**src/hw/rtl/adx_pkg.sv**
```systemverilog
// ArtDmx deframer package: header layout constants, identifier table,
// status codes and the end-of-packet report type. No dependencies.
`default_nettype none

package adx_pkg;

    localparam int unsigned MAX_CHANNELS_DEF = 512;
    localparam int unsigned HEADER_LEN       = 18;
    localparam int unsigned COUNT_SAT        = 530;
    localparam int unsigned COUNT_W          = 10;
    localparam logic [15:0] OPCODE_DMX       = 16'h5000;

    localparam logic [COUNT_W-1:0] POS_OPC_LO = 10'd8;
    localparam logic [COUNT_W-1:0] POS_OPC_HI = 10'd9;
    localparam logic [COUNT_W-1:0] POS_UNI_LO = 10'd14;
    localparam logic [COUNT_W-1:0] POS_UNI_HI = 10'd15;
    localparam logic [COUNT_W-1:0] POS_LEN_HI = 10'd16;
    localparam logic [COUNT_W-1:0] POS_LEN_LO = 10'd17;

    typedef enum logic [2:0] {
        ST_OK        = 3'd0,
        ST_SHORT     = 3'd1,
        ST_BAD_ID    = 3'd2,
        ST_BAD_OP    = 3'd3,
        ST_TOO_LARGE = 3'd4,
        ST_TRUNC     = 3'd5
    } t_status;

    typedef struct packed {
        t_status     status;
        logic [14:0] universe;
        logic [15:0] length;
    } t_done_info;

    // "Art-Net\0"
    function automatic logic [7:0] ident_byte(input logic [2:0] pos);
        logic [7:0] b;
        unique case (pos)
            3'd0:    b = 8'h41;
            3'd1:    b = 8'h72;
            3'd2:    b = 8'h74;
            3'd3:    b = 8'h2D;
            3'd4:    b = 8'h4E;
            3'd5:    b = 8'h65;
            3'd6:    b = 8'h74;
            default: b = 8'h00;
        endcase
        return b;
    endfunction

endpackage

`default_nettype wire

```
**src/hw/rtl/adx_status.sv**
```systemverilog
// ArtDmx end-of-packet status encoder: precedence of the error checks and
// masking of universe and length. Depends on adx_pkg.
`default_nettype none

module adx_status #(
    parameter int unsigned MaxChannels = adx_pkg::MAX_CHANNELS_DEF
) (
    input  wire logic [adx_pkg::COUNT_W-1:0] i_total,
    input  wire logic                        i_id_mismatch,
    input  wire logic                        i_op_mismatch,
    input  wire logic [14:0]                 i_universe,
    input  wire logic [15:0]                 i_length,
    output adx_pkg::t_done_info              o_info
);

    logic        too_short;
    logic        too_large;
    logic        truncated;
    logic [16:0] needed;

    assign needed    = 17'(adx_pkg::HEADER_LEN) + {1'b0, i_length};
    assign too_short = i_total < adx_pkg::COUNT_W'(adx_pkg::HEADER_LEN);
    assign too_large = i_length > 16'(MaxChannels);
    assign truncated = {7'b0, i_total} < needed;

    always_comb begin
        o_info.universe = i_universe;
        o_info.length   = i_length;
        if (too_short) begin
            o_info.status   = adx_pkg::ST_SHORT;
            o_info.universe = '0;
            o_info.length   = '0;
        end else if (i_id_mismatch) begin
            o_info.status   = adx_pkg::ST_BAD_ID;
            o_info.universe = '0;
        end else if (i_op_mismatch) begin
            o_info.status   = adx_pkg::ST_BAD_OP;
            o_info.universe = '0;
        end else if (too_large) begin
            o_info.status   = adx_pkg::ST_TOO_LARGE;
        end else if (truncated) begin
            o_info.status   = adx_pkg::ST_TRUNC;
        end else begin
            o_info.status   = adx_pkg::ST_OK;
        end
    end

endmodule

`default_nettype wire

```
**src/hw/rtl/artdmx_packet_deframer_core.sv**
```systemverilog
// ArtDmx packet deframer top level: byte position tracking, header capture
// and the output register. Depends on adx_pkg and adx_status.
//
// Usage:
//   Input channel (i_in_valid / o_in_stall) carries one packet byte per
//   transaction, i_last_byte marking the final byte. Output channel
//   (o_out_valid / i_out_stall) carries a transaction for every payload byte
//   within the declared length and below MaxChannels (o_has_byte) and for
//   every final byte (o_packet_done, with status, universe and length); both
//   may share one. Header bytes that are not final produce no output
//   transaction. An accepted byte's result is registered and shows in the next
//   cycle. Throughput is one byte per cycle while the receiver does not stall,
//   set by the single output register, reloaded in the cycle it is taken.
//   While the receiver stalls a held result, o_in_stall is raised and the
//   packet state stays put; nothing is dropped.
//   Reset clears the packet state and empties the output register.
//   The consumer discards streamed payload bytes unless the final status
//   is ok.
`default_nettype none

module artdmx_packet_deframer_core #(
    parameter int unsigned MaxChannels = adx_pkg::MAX_CHANNELS_DEF
) (
    input  wire logic        i_clk,
    input  wire logic        i_rst_n,
    input  wire logic        i_in_valid,
    output logic             o_in_stall,
    input  wire logic [7:0]  i_in_byte,
    input  wire logic        i_last_byte,
    output logic             o_out_valid,
    input  wire logic        i_out_stall,
    output logic             o_has_byte,
    output logic [7:0]       o_data_byte,
    output logic [8:0]       o_byte_index,
    output logic             o_packet_done,
    output logic [2:0]       o_status,
    output logic [14:0]      o_universe,
    output logic [15:0]      o_length
);

    localparam int unsigned CW = adx_pkg::COUNT_W;

    typedef logic [2:0] t_status_w;

    logic [CW-1:0] r_count,   n_count;
    logic          r_id_mis,  n_id_mis;
    logic [7:0]    r_op_low,  n_op_low;
    logic          r_op_mis,  n_op_mis;
    logic [14:0]   r_uni,     n_uni;
    logic [15:0]   r_len,     n_len;

    logic          r_out_valid;
    logic          r_has, r_done;
    logic [7:0]    r_data;
    logic [8:0]    r_idx;
    t_status_w     r_status;
    logic [14:0]   r_out_uni;
    logic [15:0]   r_out_len;

    logic          accept;
    logic          has;
    logic [CW-1:0] pay_idx;
    logic [CW-1:0] total;
    adx_pkg::t_done_info info;

    assign o_in_stall = r_out_valid && i_out_stall;
    assign accept     = i_in_valid && !o_in_stall;
    assign pay_idx    = r_count - CW'(adx_pkg::HEADER_LEN);
    assign total      = r_count + 1'b1;

    always_comb begin
        n_id_mis = r_id_mis;
        n_op_low = r_op_low;
        n_op_mis = r_op_mis;
        n_uni    = r_uni;
        n_len    = r_len;
        has      = 1'b0;
        if (r_count < CW'(8)) begin
            if (i_in_byte != adx_pkg::ident_byte(r_count[2:0])) begin
                n_id_mis = 1'b1;
            end
        end else if (r_count == adx_pkg::POS_OPC_LO) begin
            n_op_low = i_in_byte;
        end else if (r_count == adx_pkg::POS_OPC_HI) begin
            n_op_mis = {i_in_byte, r_op_low} != adx_pkg::OPCODE_DMX;
        end else if (r_count == adx_pkg::POS_UNI_LO) begin
            n_uni[7:0] = i_in_byte;
        end else if (r_count == adx_pkg::POS_UNI_HI) begin
            n_uni[14:8] = i_in_byte[6:0];
        end else if (r_count == adx_pkg::POS_LEN_HI) begin
            n_len[15:8] = i_in_byte;
        end else if (r_count == adx_pkg::POS_LEN_LO) begin
            n_len[7:0] = i_in_byte;
        end else begin
            has = ({6'b0, pay_idx} < r_len) && ({6'b0, pay_idx} < 16'(MaxChannels));
        end
        if (r_count < CW'(adx_pkg::COUNT_SAT)) begin
            n_count = r_count + 1'b1;
        end else begin
            n_count = r_count;
        end
    end

    adx_status #(
        .MaxChannels (MaxChannels)
    ) u_status (
        .i_total       (total),
        .i_id_mismatch (n_id_mis),
        .i_op_mismatch (n_op_mis),
        .i_universe    (n_uni),
        .i_length      (n_len),
        .o_info        (info)
    );

    // packet state
    always_ff @(posedge i_clk) begin
        if (!i_rst_n) begin
            r_count  <= '0;
            r_id_mis <= 1'b0;
            r_op_low <= '0;
            r_op_mis <= 1'b0;
            r_uni    <= '0;
            r_len    <= '0;
        end else if (accept) begin
            if (i_last_byte) begin
                r_count  <= '0;
                r_id_mis <= 1'b0;
                r_op_low <= '0;
                r_op_mis <= 1'b0;
                r_uni    <= '0;
                r_len    <= '0;
            end else begin
                r_count  <= n_count;
                r_id_mis <= n_id_mis;
                r_op_low <= n_op_low;
                r_op_mis <= n_op_mis;
                r_uni    <= n_uni;
                r_len    <= n_len;
            end
        end
    end

    // output register
    always_ff @(posedge i_clk) begin
        if (!i_rst_n) begin
            r_out_valid <= 1'b0;
        end else begin
            if (r_out_valid && !i_out_stall) begin
                r_out_valid <= 1'b0;
            end
            if (accept && (has || i_last_byte)) begin
                r_out_valid <= 1'b1;
            end
        end
    end

    always_ff @(posedge i_clk) begin
        if (accept && (has || i_last_byte)) begin
            r_has     <= has;
            r_data    <= has ? i_in_byte : 8'h00;
            r_idx     <= has ? pay_idx[8:0] : 9'd0;
            r_done    <= i_last_byte;
            r_status  <= i_last_byte ? info.status : adx_pkg::ST_OK;
            r_out_uni <= i_last_byte ? info.universe : 15'd0;
            r_out_len <= i_last_byte ? info.length : 16'd0;
        end
    end

    assign o_out_valid   = r_out_valid;
    assign o_has_byte    = r_has;
    assign o_data_byte   = r_data;
    assign o_byte_index  = r_idx;
    assign o_packet_done = r_done;
    assign o_status      = r_status;
    assign o_universe    = r_out_uni;
    assign o_length      = r_out_len;

endmodule

`default_nettype wire
```
**config.mk**
```make
export PLATFORM = sky130hd
export DESIGN_NAME = artdmx_packet_deframer_core
export DESIGN_NICKNAME = d
export VERILOG_FILES = /design/src/hw/rtl/adx_pkg.sv /design/src/hw/rtl/adx_status.sv /design/src/hw/rtl/artdmx_packet_deframer_core.sv
export SDC_FILE = /design/constraint.sdc
export NUM_CORES = 1
export LEC_CHECK = 0
export BUFFER_PORTS_ARGS = -buffer_cell sky130_fd_sc_hd__buf_2
export CELL_PAD_IN_SITES_DETAIL_PLACEMENT = 0
export CELL_PAD_IN_SITES_GLOBAL_PLACEMENT = 1
export CORE_MARGIN = 4
export CORE_UTILIZATION = 49
export DETAILED_ROUTE_END_ITERATION = 16
export PLACE_DENSITY = 0.87
export SETUP_SLACK_MARGIN = 0.05
export SKIP_LAST_GASP = 1
export SYNTH_ARGS = -nofsm -noshare
export SYNTH_HDL_FRONTEND = slang
export SYNTH_SLANG_ARGS = --single-unit
```
**constraint.sdc**
```tcl
create_clock -name i_clk -period 10.3 [get_ports i_clk]
set_clock_uncertainty 0.1 [all_clocks]
set_input_delay 0.515 -clock i_clk [delete_from_list [all_inputs] [get_ports i_clk]]
set_output_delay 0.515 -clock i_clk [all_outputs]
set_load 0.005 [all_outputs]
```
==> results.md, run 1 <==
Run status:
- The run finished with clean final reports.

Synthesis:
- Counting every instance in the synthesized netlist gives 630.
- In this run the cell area of the synthesized design comes to 6000 sq um.
- The number of different library cells in the post-synthesis netlist is 64.
- Summing the sequential cell areas from Yosys gives 43.9% of the chip area.
- The number of nets handed over by synthesis was 670.
- During synthesis, Yosys emitted a total of 0 warnings.
- In this run, synthesis produced a sequential element count of 105.
- The proportion of synthesized flip-flops having asynchronous set or reset is 0%.
- The most used flip-flop cell after synthesis is sky130_fd_sc_hd__edfxtp_1.
- Yosys mapped a number of flops with a built-in enable equal to 53.
- A synthesized cell averages 9.52 sq um.

Die:
- Once the floorplan was initialized, standard cells occupied 49.9% of the core.
- The core box area is 12000 sq um.
- The number of primary I/O pins is 68.
- The placement row count is 40.
- The width of the die is 119 microns.
- The die is 119 microns tall.
- The floorplan step defined a die boundary enclosing 14100 sq um.

Setup path:
- The top fanout value on the critical path is 26.
- The critical path arrival is 5.36 ns.
- By startpoint and endpoint, the worst setup path is classified as register to register.
- STA puts the critical path data required time at 10.41 ns.
- The nature of the critical path endpoint is a register.
- STA classifies the critical path startpoint as a register.

STA:
- The slew at the pin closest to its max-slew limit is 1.04 ns.
- The hold violation count in the final report is 0.
- After layout, the minimum clock period comes to 5.25 ns.
- The final setup violation count is 0.
- The least setup slack across all paths after layout is 5.05 ns.
- The final number of max-transition violations is 0.
- In this run the tightest slew margin relative to its limit is 29.7%.
- The aggregate negative setup slack is 0 ns.
- The maximum frequency from static timing analysis is 191 MHz.
- The portion of the clock cycle consumed by the worst path in the final layout is 51.0%.
- Setup repair after global routing left no endpoint under its margin.

Cells and area:
- The area taken by flip-flops and latches is 2630 sq um.
- From synthesis to final layout, the design area changed by 11.5%.
- In the final design database the tool counted 716 nets.
- For this run, the share of the core covered by cells in the final layout is 55.7%.
- The multi-input gate area in the final layout is 3090 sq um.
- The number of antenna diodes in the final layout is 0.
- The number of standard cells in the final layout excluding fillers is 828.
- Counting the fill cells in the layout gives 1094.
- The post-route netlist has 17.5% of its cells at a drive strength greater than 1.

GRT:
- Entering global routing, the biggest net connects 54 pins.
- The overflow left after global routing is 0.
- The first global-routing pass estimated 25400 microns of wire.
- The number of antenna violations at the first check in global routing was 0.
- The number of global-route vias before repair came to 4753.
- Global routing used 22.9% of the available tracks across all layers.

Power and ir drop:
- The total design power is 861 uW.
- The worst-case IR drop observed on VDD is 0.0000753 V.
- The leakage dissipation is 0.00259 uW.
- The total power density per cell area is 129 nW/um^2.

Placement:
- The number of cells after detailed placement is 812.
- Routability-driven placement finished with a final weighted congestion of 0.941.
- The setup slack at placement is 5.15 ns.
- The HPWL after detailed placement is 11600 microns.
- Buffers placed on the I/O ports in this run total 67.

Clock tree:
- The tree is rooted in a sky130_fd_sc_hd__clkbuf_16.
- After clock tree synthesis, the clock-pin slew on the worst setup and hold paths is 0.08 ns.
- CTS saw 105 sinks.
- The number of hold buffers added after CTS was 0.
- The maximum level of the CTS H-tree is 3.
- The maximum clock insertion buffer count is 2.
- After clock tree synthesis, the repair step resized 0 gates.
- Buffers added to address setup during post-CTS repair amount to 0.
- Clock tree synthesis inserted a total of 9 buffers.
- TritonCTS built the clock tree.
- The clock insertion delay at the later pin of the skew report is 0.37 ns.

Drt:
- In this run the remaining antenna-violating nets after routing total 0.
- Dividing the detail-routed via count by the number of cells gives 5.93.
- After detailed routing, the number of remaining DRC violations is 0.
- The first detailed-routing pass ran for 6 iterations.
- The average wire per cell in the routed design is 19.3 microns.
- The total routed wirelength is 16000 microns.
- For this block, the initial DRC count from the detailed router was 440.
- The routed layout has 4914 vias.

Run:
- Max-cap violations in this run came to 0.

Min path:
- The min-delay analysis places its worst path in the category input pin to register.
per-stage QoR:
| stage | hold WS [ns] | area, sq um |
|---|---|---|
| after floorplan | 0.337 | 6000 |
| after global placement | 0.353 | 6390 |
| after detailed placement | 0.363 | 6390 |
| after CTS | 0.345 | 6690 |
| after global routing | 0.365 | 6690 |
| final | 0.359 | 6690 |
cells by family (layout without fill, tap and decap cells):
logic type / Yosys count / in the layout / share of synthesized area (%)
and+or+nand+nor: 243 / 243 / 22.3
AOI/OAI and AO/OA: 133 / 133 / 14.7
DFF: 105 / 105 / 43.9
buffers and inverters: 68 / 119 / 4.76
xor gates and xnor gates: 31 / 31 / 4.53
adders and majority gates: 27 / 27 / 5.63
muxes: 23 / 23 / 4.11
power by group:
group | total [uW] | internal, uW | switching [uW]
clock | 355 | 184 | 171
combinational | 59.0 | 18.1 | 40.9
sequential | 448 | 445 | 2.83
cell usage in the layout, fill, tap and decap left out, types with 3 or more instances in the layout:
cell type                    n
sky130_fd_sc_hd__o21ai_0    19
sky130_fd_sc_hd__nand3_1    16
sky130_fd_sc_hd__nor2b_1    49
sky130_fd_sc_hd__a22oi_1    41
sky130_fd_sc_hd__a211oi_1    4
sky130_fd_sc_hd__clkbuf_16  10
sky130_fd_sc_hd__o22ai_1     4
sky130_fd_sc_hd__a31oi_1     5
sky130_fd_sc_hd__nand4_1     5
sky130_fd_sc_hd__xnor2_1    20
sky130_fd_sc_hd__xor2_1     11
sky130_fd_sc_hd__edfxtp_1   53
sky130_fd_sc_hd__mux2i_1    19
sky130_fd_sc_hd__o21ai_1     4
sky130_fd_sc_hd__nor2_2     11
sky130_fd_sc_hd__or2_2       3
sky130_fd_sc_hd__nand2b_1    6
sky130_fd_sc_hd__inv_1      33
sky130_fd_sc_hd__or3_1       3
sky130_fd_sc_hd__buf_2      67
sky130_fd_sc_hd__and3_1      3
sky130_fd_sc_hd__and2_1     12
sky130_fd_sc_hd__a21o_1     10
sky130_fd_sc_hd__ha_1       27
sky130_fd_sc_hd__dfxtp_1    52
sky130_fd_sc_hd__nor3_1     11
sky130_fd_sc_hd__nor4_1      7
sky130_fd_sc_hd__nor2_1     70
sky130_fd_sc_hd__a21oi_1    29
sky130_fd_sc_hd__mux2_2      3
sky130_fd_sc_hd__nand2_1    31
cells in the mapped netlist, types with 4 or more instances:
cell	n	area (sq um)
sky130_fd_sc_hd__a21o_1	10	75.1
sky130_fd_sc_hd__nand2_1	31	116
sky130_fd_sc_hd__inv_1	33	124
sky130_fd_sc_hd__xnor2_1	20	175
sky130_fd_sc_hd__dfxtp_1	52	1040
sky130_fd_sc_hd__nand2b_1	6	37.5
sky130_fd_sc_hd__clkbuf_1	23	86.3
sky130_fd_sc_hd__o21ai_1	4	20.0
sky130_fd_sc_hd__nor2_1	70	263
sky130_fd_sc_hd__nor2_2	11	68.8
sky130_fd_sc_hd__mux2i_1	19	190
sky130_fd_sc_hd__o21ai_0	19	95.1
sky130_fd_sc_hd__a22oi_1	41	308
sky130_fd_sc_hd__a211oi_1	4	30.0
sky130_fd_sc_hd__buf_2	6	30.0
sky130_fd_sc_hd__o22ai_1	4	25.0
sky130_fd_sc_hd__edfxtp_1	53	1590
sky130_fd_sc_hd__and2_1	12	75.1
sky130_fd_sc_hd__a21oi_1	30	150
sky130_fd_sc_hd__nand4_1	5	31.3
sky130_fd_sc_hd__nor2b_1	49	307
sky130_fd_sc_hd__a31oi_1	5	31.3
sky130_fd_sc_hd__nand3_1	16	80.1
sky130_fd_sc_hd__nor3_1	11	55.1
sky130_fd_sc_hd__ha_1	27	338
sky130_fd_sc_hd__nor4_1	7	43.8
sky130_fd_sc_hd__xor2_1	11	96.3
final cells by class:
class	count	share of cell area (%)
multi-input cells	457	46.2
flip-flops and latches	105	39.3
repair buffers	69	5.24
clock buffers	10	3.74
well taps	147	2.75
inverters	34	1.91
clock inverters	6	0.804
critical path, cell delays in order, from the launching register on:
cell and delay [ns]:
sky130_fd_sc_hd__dfxtp_1 0.57, sky130_fd_sc_hd__inv_1 0.16, sky130_fd_sc_hd__ha_1 0.34, sky130_fd_sc_hd__nand2b_1 0.18, sky130_fd_sc_hd__nand4_4 0.37, sky130_fd_sc_hd__mux2i_1 0.53
sky130_fd_sc_hd__ha_1 0.29, sky130_fd_sc_hd__nand2_1 0.07, sky130_fd_sc_hd__mux2_2 0.29, sky130_fd_sc_hd__and2_0 0.27, sky130_fd_sc_hd__nor3_1 0.22, sky130_fd_sc_hd__xnor2_1 0.14
sky130_fd_sc_hd__nand2_1 0.06, sky130_fd_sc_hd__o21ai_0 0.09, sky130_fd_sc_hd__ha_1 0.27, sky130_fd_sc_hd__a21o_1 0.16, sky130_fd_sc_hd__a21oi_1 0.14, sky130_fd_sc_hd__o22ai_1 0.08
sky130_fd_sc_hd__or3_1 0.35, sky130_fd_sc_hd__o2111ai_1 0.15, sky130_fd_sc_hd__nor3_2 0.07, sky130_fd_sc_hd__o21ai_1 0.14
layer usage:
metal	share of wire [%]	vias to the layer above	wire length (microns)	track usage, %
met5	0	-	0	0
met4	2.2	0	352	8.25
met3	7.1	32	1130	3.92
met2	47	231	7430	37.0
met1	44	2316	7060	30.9
li1	-	2335	-	-
sequential cells by signal, summed over array words and instances, names as in the netlist, 3 cells and up:
| name | count |
|---|---|
| o_length | 16 |
| o_status | 3 |
| o_universe | 15 |
| r_count | 10 |
| o_byte_index | 9 |
| r_op_low | 8 |
| r_uni | 15 |
| o_data_byte | 8 |
| r_len | 16 |
final timing paths:
path	startpoint	to	slack [ns]	cells after the start
max	r_count[0]	o_status[0]	5.05	21
min	i_in_valid	o_out_valid	0.36	3
max reg2reg	r_count[0]	o_status[0]	5.05	21
min reg2reg	r_id_mis	r_id_mis	0.39	2
Note: power is estimated with default switching activity, not from simulation.
==> inputs of run 2 (changes only) <==
ABC_AREA = 1   (was default)
CORE_UTILIZATION = 39   (was 49)
PLACE_DENSITY = 0.78   (was 0.87)
clock period = 4.3 ns   (was 10.3 ns; I/O delays follow)
==> run 2 against run 1 <==
Compared with the run above: sequential share of layout area is 0.72 points lower; final cell count is 24% higher; die area is 23% higher; global-route usage is 2.9 points lower; critical path type unchanged; largest cell class unchanged; largest power group unchanged; highest routed layer unchanged.
==> results.md, run 2 <==
Run status:
- Status: finished clean (unchanged).

STA:
- The aggregate negative setup slack is 0 ns (unchanged).
- The portion of the clock cycle consumed by the worst path in the final layout is 90.3% (was 51.0%).
- The maximum frequency from static timing analysis is 258 MHz (was 191 MHz).
- The slew at the pin closest to its max-slew limit is 0.727 ns (was 1.04 ns).
- The final number of max-transition violations is 0 (unchanged).
- The least setup slack across all paths after layout is 0.418 ns (was 5.05 ns).
- The final hold slack is 0.0145 ns (was 0.359 ns).
- The final critical-path required period is 3.88 ns (was 5.25 ns).
- The remaining max-slew budget at the tightest pin is 51.3% (was 29.7%).
- RSZ-0062 raised after global routing: no (unchanged).
- The hold violation count in the final report is 0 (unchanged).
- The final setup violation count is 0 (unchanged).

Synthesis:
- The main combinational cell family by area after synthesis is simple AND/OR/NAND/NOR gates (unchanged).
- The net count after synthesis is 804 (was 670).
- The sequential-to-total area share from yosys stat is 44.2% (was 43.9%).
- The mux contribution to synthesized area is 0% (was 4.11%).
- The number of synthesized flops with an enable pin came to 53 (unchanged).
- The synthesis-stage register bit count is 105 (unchanged).
- Ranking of synthesized cells by area: sky130_fd_sc_hd__edfxtp_1, sky130_fd_sc_hd__dfxtp_1, sky130_fd_sc_hd__nand2_1, sky130_fd_sc_hd__inv_1, sky130_fd_sc_hd__a21oi_1 (was sky130_fd_sc_hd__edfxtp_1, sky130_fd_sc_hd__dfxtp_1, sky130_fd_sc_hd__ha_1, sky130_fd_sc_hd__a22oi_1, sky130_fd_sc_hd__nor2b_1).
- The post-synthesis share of cell area spent on xor and xnor gates is 2.50% (was 4.53%).
- The gate count after technology mapping is 764 (was 630).
- The cell with the most instances after synthesis is sky130_fd_sc_hd__nand2_1 (was sky130_fd_sc_hd__nor2_1).
- The top cell type's share of synthesized area is 26.8% (was 26.5%).
- The complex-gate fraction of the synthesized area is 11.3% (was 14.7%).
- The proportion of synthesized flip-flops having asynchronous set or reset is 0% (unchanged).
- List of most frequent post-synthesis cells: sky130_fd_sc_hd__nand2_1, sky130_fd_sc_hd__inv_1, sky130_fd_sc_hd__nor2_1 (was sky130_fd_sc_hd__nor2_1, sky130_fd_sc_hd__edfxtp_1, sky130_fd_sc_hd__dfxtp_1).
- The most used flip-flop cell after synthesis was sky130_fd_sc_hd__edfxtp_1 (unchanged).
- The post-synthesis instance area is 5950 sq um (was 6000 sq um).
- The number of different library cells in the post-synthesis netlist was 43 (was 64).
- The most area-hungry cell type in the Yosys netlist is sky130_fd_sc_hd__edfxtp_1 (unchanged).
- The count of warnings emitted by yosys is 0 (unchanged).
- The simple-gate area share of the yosys netlist is 27.4% (was 22.3%).
- The post-synthesis average cell area is 7.79 sq um (was 9.52 sq um).
- The adder-cell share of the synthesized area is 5.68% (was 5.63%).

Drt:
- The average wire per cell in the routed design was 16.7 microns (was 19.3 microns).
- The post-detailed-route DRC marker count is 0 (unchanged).
- The total routed wirelength is 17000 microns (was 16000 microns).
- The residual antenna-violating net count after detailed routing came to 0 (unchanged).
- The number of iterations in the first detailed-routing pass is 5 (was 6).
- The overall via count from detail_route was 5321 (was 4914).
- The first-iteration detailed-routing DRC count is 384 (was 440).
- The via count normalized by instance count is 5.20 (was 5.93).

Die:
- The core box area was 14800 sq um (was 12000 sq um).
- The area enclosed by the die boundary is 17300 sq um (was 14100 sq um).
- The number of primary I/O pins came to 68 (unchanged).
- The placement row count came to 44 (was 40).
- The initial standard-cell utilization of the core is 40.3% (was 49.9%).
- The width of the die is 132 microns (was 119 microns).
- The y dimension of the die is 132 microns (was 119 microns).

Setup path:
- The setup slack of the worst register-to-register path is 0.42 ns (was 5.05 ns).
- The launch point of the worst reg-to-reg path is r_count[2] (was r_count[0]).
- The endpoint of the most critical register-to-register path is o_length[11] (was o_status[0]).
- The kind of launch point of the worst setup path is a register (unchanged).
- The critical path data required time came to 4.23 ns (was 10.41 ns).
- The category of the most critical setup path is register to register (unchanged).
- The nature of the critical path endpoint was a register (unchanged).
- The top fanout value on the critical path was 30 (was 26).
- The critical path arrival is 3.81 ns (was 5.36 ns).
- The count of cells along the worst register-to-register path is 16 (was 21).

Power and ir drop:
- The leakage dissipation is 0.00284 uW (was 0.00259 uW).
- The total power density per cell area is 298 nW/um^2 (was 129 nW/um^2).
- The peak supply drop came to 0.000181 V (was 0.0000753 V).

Clock tree:
- The TritonCTS buffer count is 9 (unchanged).
- The maximum level of the CTS H-tree is 3 (unchanged).
- The clock tree root buffer cell is sky130_fd_sc_hd__clkbuf_16 (unchanged).
- The CTS tree is yes (unchanged).
- The maximum clock insertion buffer count is 2 (unchanged).
- The clock insertion delay at the later pin of the skew report is 0.37 ns (about the same).
- The clock transition at the registers of the reported paths is 0.08 ns (about the same).
- The number of clock sinks seen by CTS is 105 (unchanged).
- The hold buffer count at cts is 0 (unchanged).

Cells and area:
- The final antenna diode count is 0 (unchanged).
- The most common library cell in the layout ignoring fill and taps is sky130_fd_sc_hd__nand2_1 (was sky130_fd_sc_hd__nor2_1).
- The number of standard cells in the final layout excluding fillers is 1023 (was 828).
- The fraction of final layout cells sized beyond drive strength 1 was 17.9% (was 17.5%).
- Commonest cells after routing, fill and taps aside: sky130_fd_sc_hd__nand2_1, sky130_fd_sc_hd__inv_1, sky130_fd_sc_hd__nor2_1, sky130_fd_sc_hd__a21oi_1, sky130_fd_sc_hd__buf_2 (was sky130_fd_sc_hd__nor2_1, sky130_fd_sc_hd__buf_2, sky130_fd_sc_hd__edfxtp_1, sky130_fd_sc_hd__dfxtp_1, sky130_fd_sc_hd__nor2b_1).
- The final net count was 874 (was 716).
- The area growth from synthesis to layout was 14.8% (was 11.5%).

Placement:
- The setup slack at placement was 0.224 ns (was 5.15 ns).
- The HPWL after detailed placement is 12600 microns (was 11600 microns).
- The number of buffers added on ports is 67 (unchanged).
- The routability-driven placement congestion ratio is 0.923 (was 0.941).
- The number of cells after detailed placement is 1003 (was 812).

GRT:
- The overflow left after global routing came to 0 (unchanged).
- The total track usage is 20.0% (was 22.9%).
- The largest net degree at the start of global routing came to 52 (was 54).
- The first-pass GRT wire length was 27800 microns (was 25400 microns).
- The number of global-route vias before repair was 5343 (was 4753).
- The number of antenna violations at the first check in global routing is 0 (unchanged).

Min path:
- The type of the most critical hold path is input pin to register (unchanged).
- The worst hold endpoint is r_count[0] (was o_out_valid).
- The critical hold path startpoint is i_rst_n (was i_in_valid).
- The number of cells on the worst hold path was 3 (unchanged).

Run:
- The count of maximum capacitance violations is 0 (unchanged).
-- run 2: worst max-delay path by stage --
stage,slack (ns),cells past startpoint,startpoint,to
finish,0.42,16,r_count[2],o_length[11]
global route,0.03,29,r_count[1],o_status[0]
CTS,0.23,29,r_count[1],o_status[0]
detailed placement,0.22,28,r_count[0],o_status[0]
global placement,0.38,29,r_count[1],o_status[0]
floorplan,0.55,15,r_count[1],o_byte_index[0]
-- run 2: report_power, final --
group / internal (uW) / total [uW] / switching [uW]
Combinational: 33.6 / 123 / 89.5
Sequential: 1070 / 1070 / 7.74
Clock: 411 / 834 / 424
Total: 1510 / 2030 / 521
-- run 2: cells by family (layout without fill, tap and decap cells) --
group	Yosys count	in the layout
compound gates	119	119
buf+inv	132	207
xor+xnor	17	17
simple gates	364	364
fa+ha+maj	27	27
flops	105	105
-- run 2: per-layer routing --
metal / vias to the layer above / GRT usage (%) / part of all wire (%)
met4: 0 / 8.98 / 3.7
li1: 2641 / - / -
met1: 2463 / 25.4 / 45
met2: 175 / 32.4 / 45
met3: 42 / 4.82 / 7.0
met5: - / 0 / 0
-- run 2: worst max-delay path: stages, from the launching register on --
cell                      delay [ns]
sky130_fd_sc_hd__dfxtp_1        0.56
sky130_fd_sc_hd__inv_2          0.13
sky130_fd_sc_hd__ha_1           0.22
sky130_fd_sc_hd__nand2_1        0.10
sky130_fd_sc_hd__nand2_1        0.11
sky130_fd_sc_hd__xor2_1         0.25
sky130_fd_sc_hd__inv_1          0.09
sky130_fd_sc_hd__ha_1           0.30
sky130_fd_sc_hd__a21oi_1        0.14
sky130_fd_sc_hd__o21ai_0        0.14
sky130_fd_sc_hd__o21ai_0        0.22
sky130_fd_sc_hd__o41ai_1        0.12
sky130_fd_sc_hd__nor2_1         0.10
sky130_fd_sc_hd__and3_1         0.27
sky130_fd_sc_hd__o21ai_0        0.21
sky130_fd_sc_hd__inv_2          0.10
sky130_fd_sc_hd__buf_4          0.36
-- run 2: final cells by class --
| type | count | area, sq um |
|---|---|---|
| multi-input combinational | 527 | 2800 |
| inverter | 112 | 422 |
| clock buffer | 9 | 225 |
| sequential | 105 | 2640 |
| tap | 184 | 230 |
| clock inverter | 7 | 72.6 |
| fill | 1483 | 7930 |
| timing repair buffer | 79 | 438 |
-- run 2: stage by stage --
stage	power [uW]	util (%)	area, sq um
2_1_floorplan	1160	-	5950
3_3_place_gp	1220	43.9	6470
3_5_place_dp	1220	43.9	6470
4_1_cts	2060	45.9	6770
5_1_grt	2110	46.3	6830
6_report	2030	46.3	6830
-- run 2: repair_timing --
action                                 4_1_cts  5_1_grt
buffers inserted                             0        4
gates resized for setup                      0        7
endpoints found under the hold margin        0        0
setup endpoints to repair                    0        2
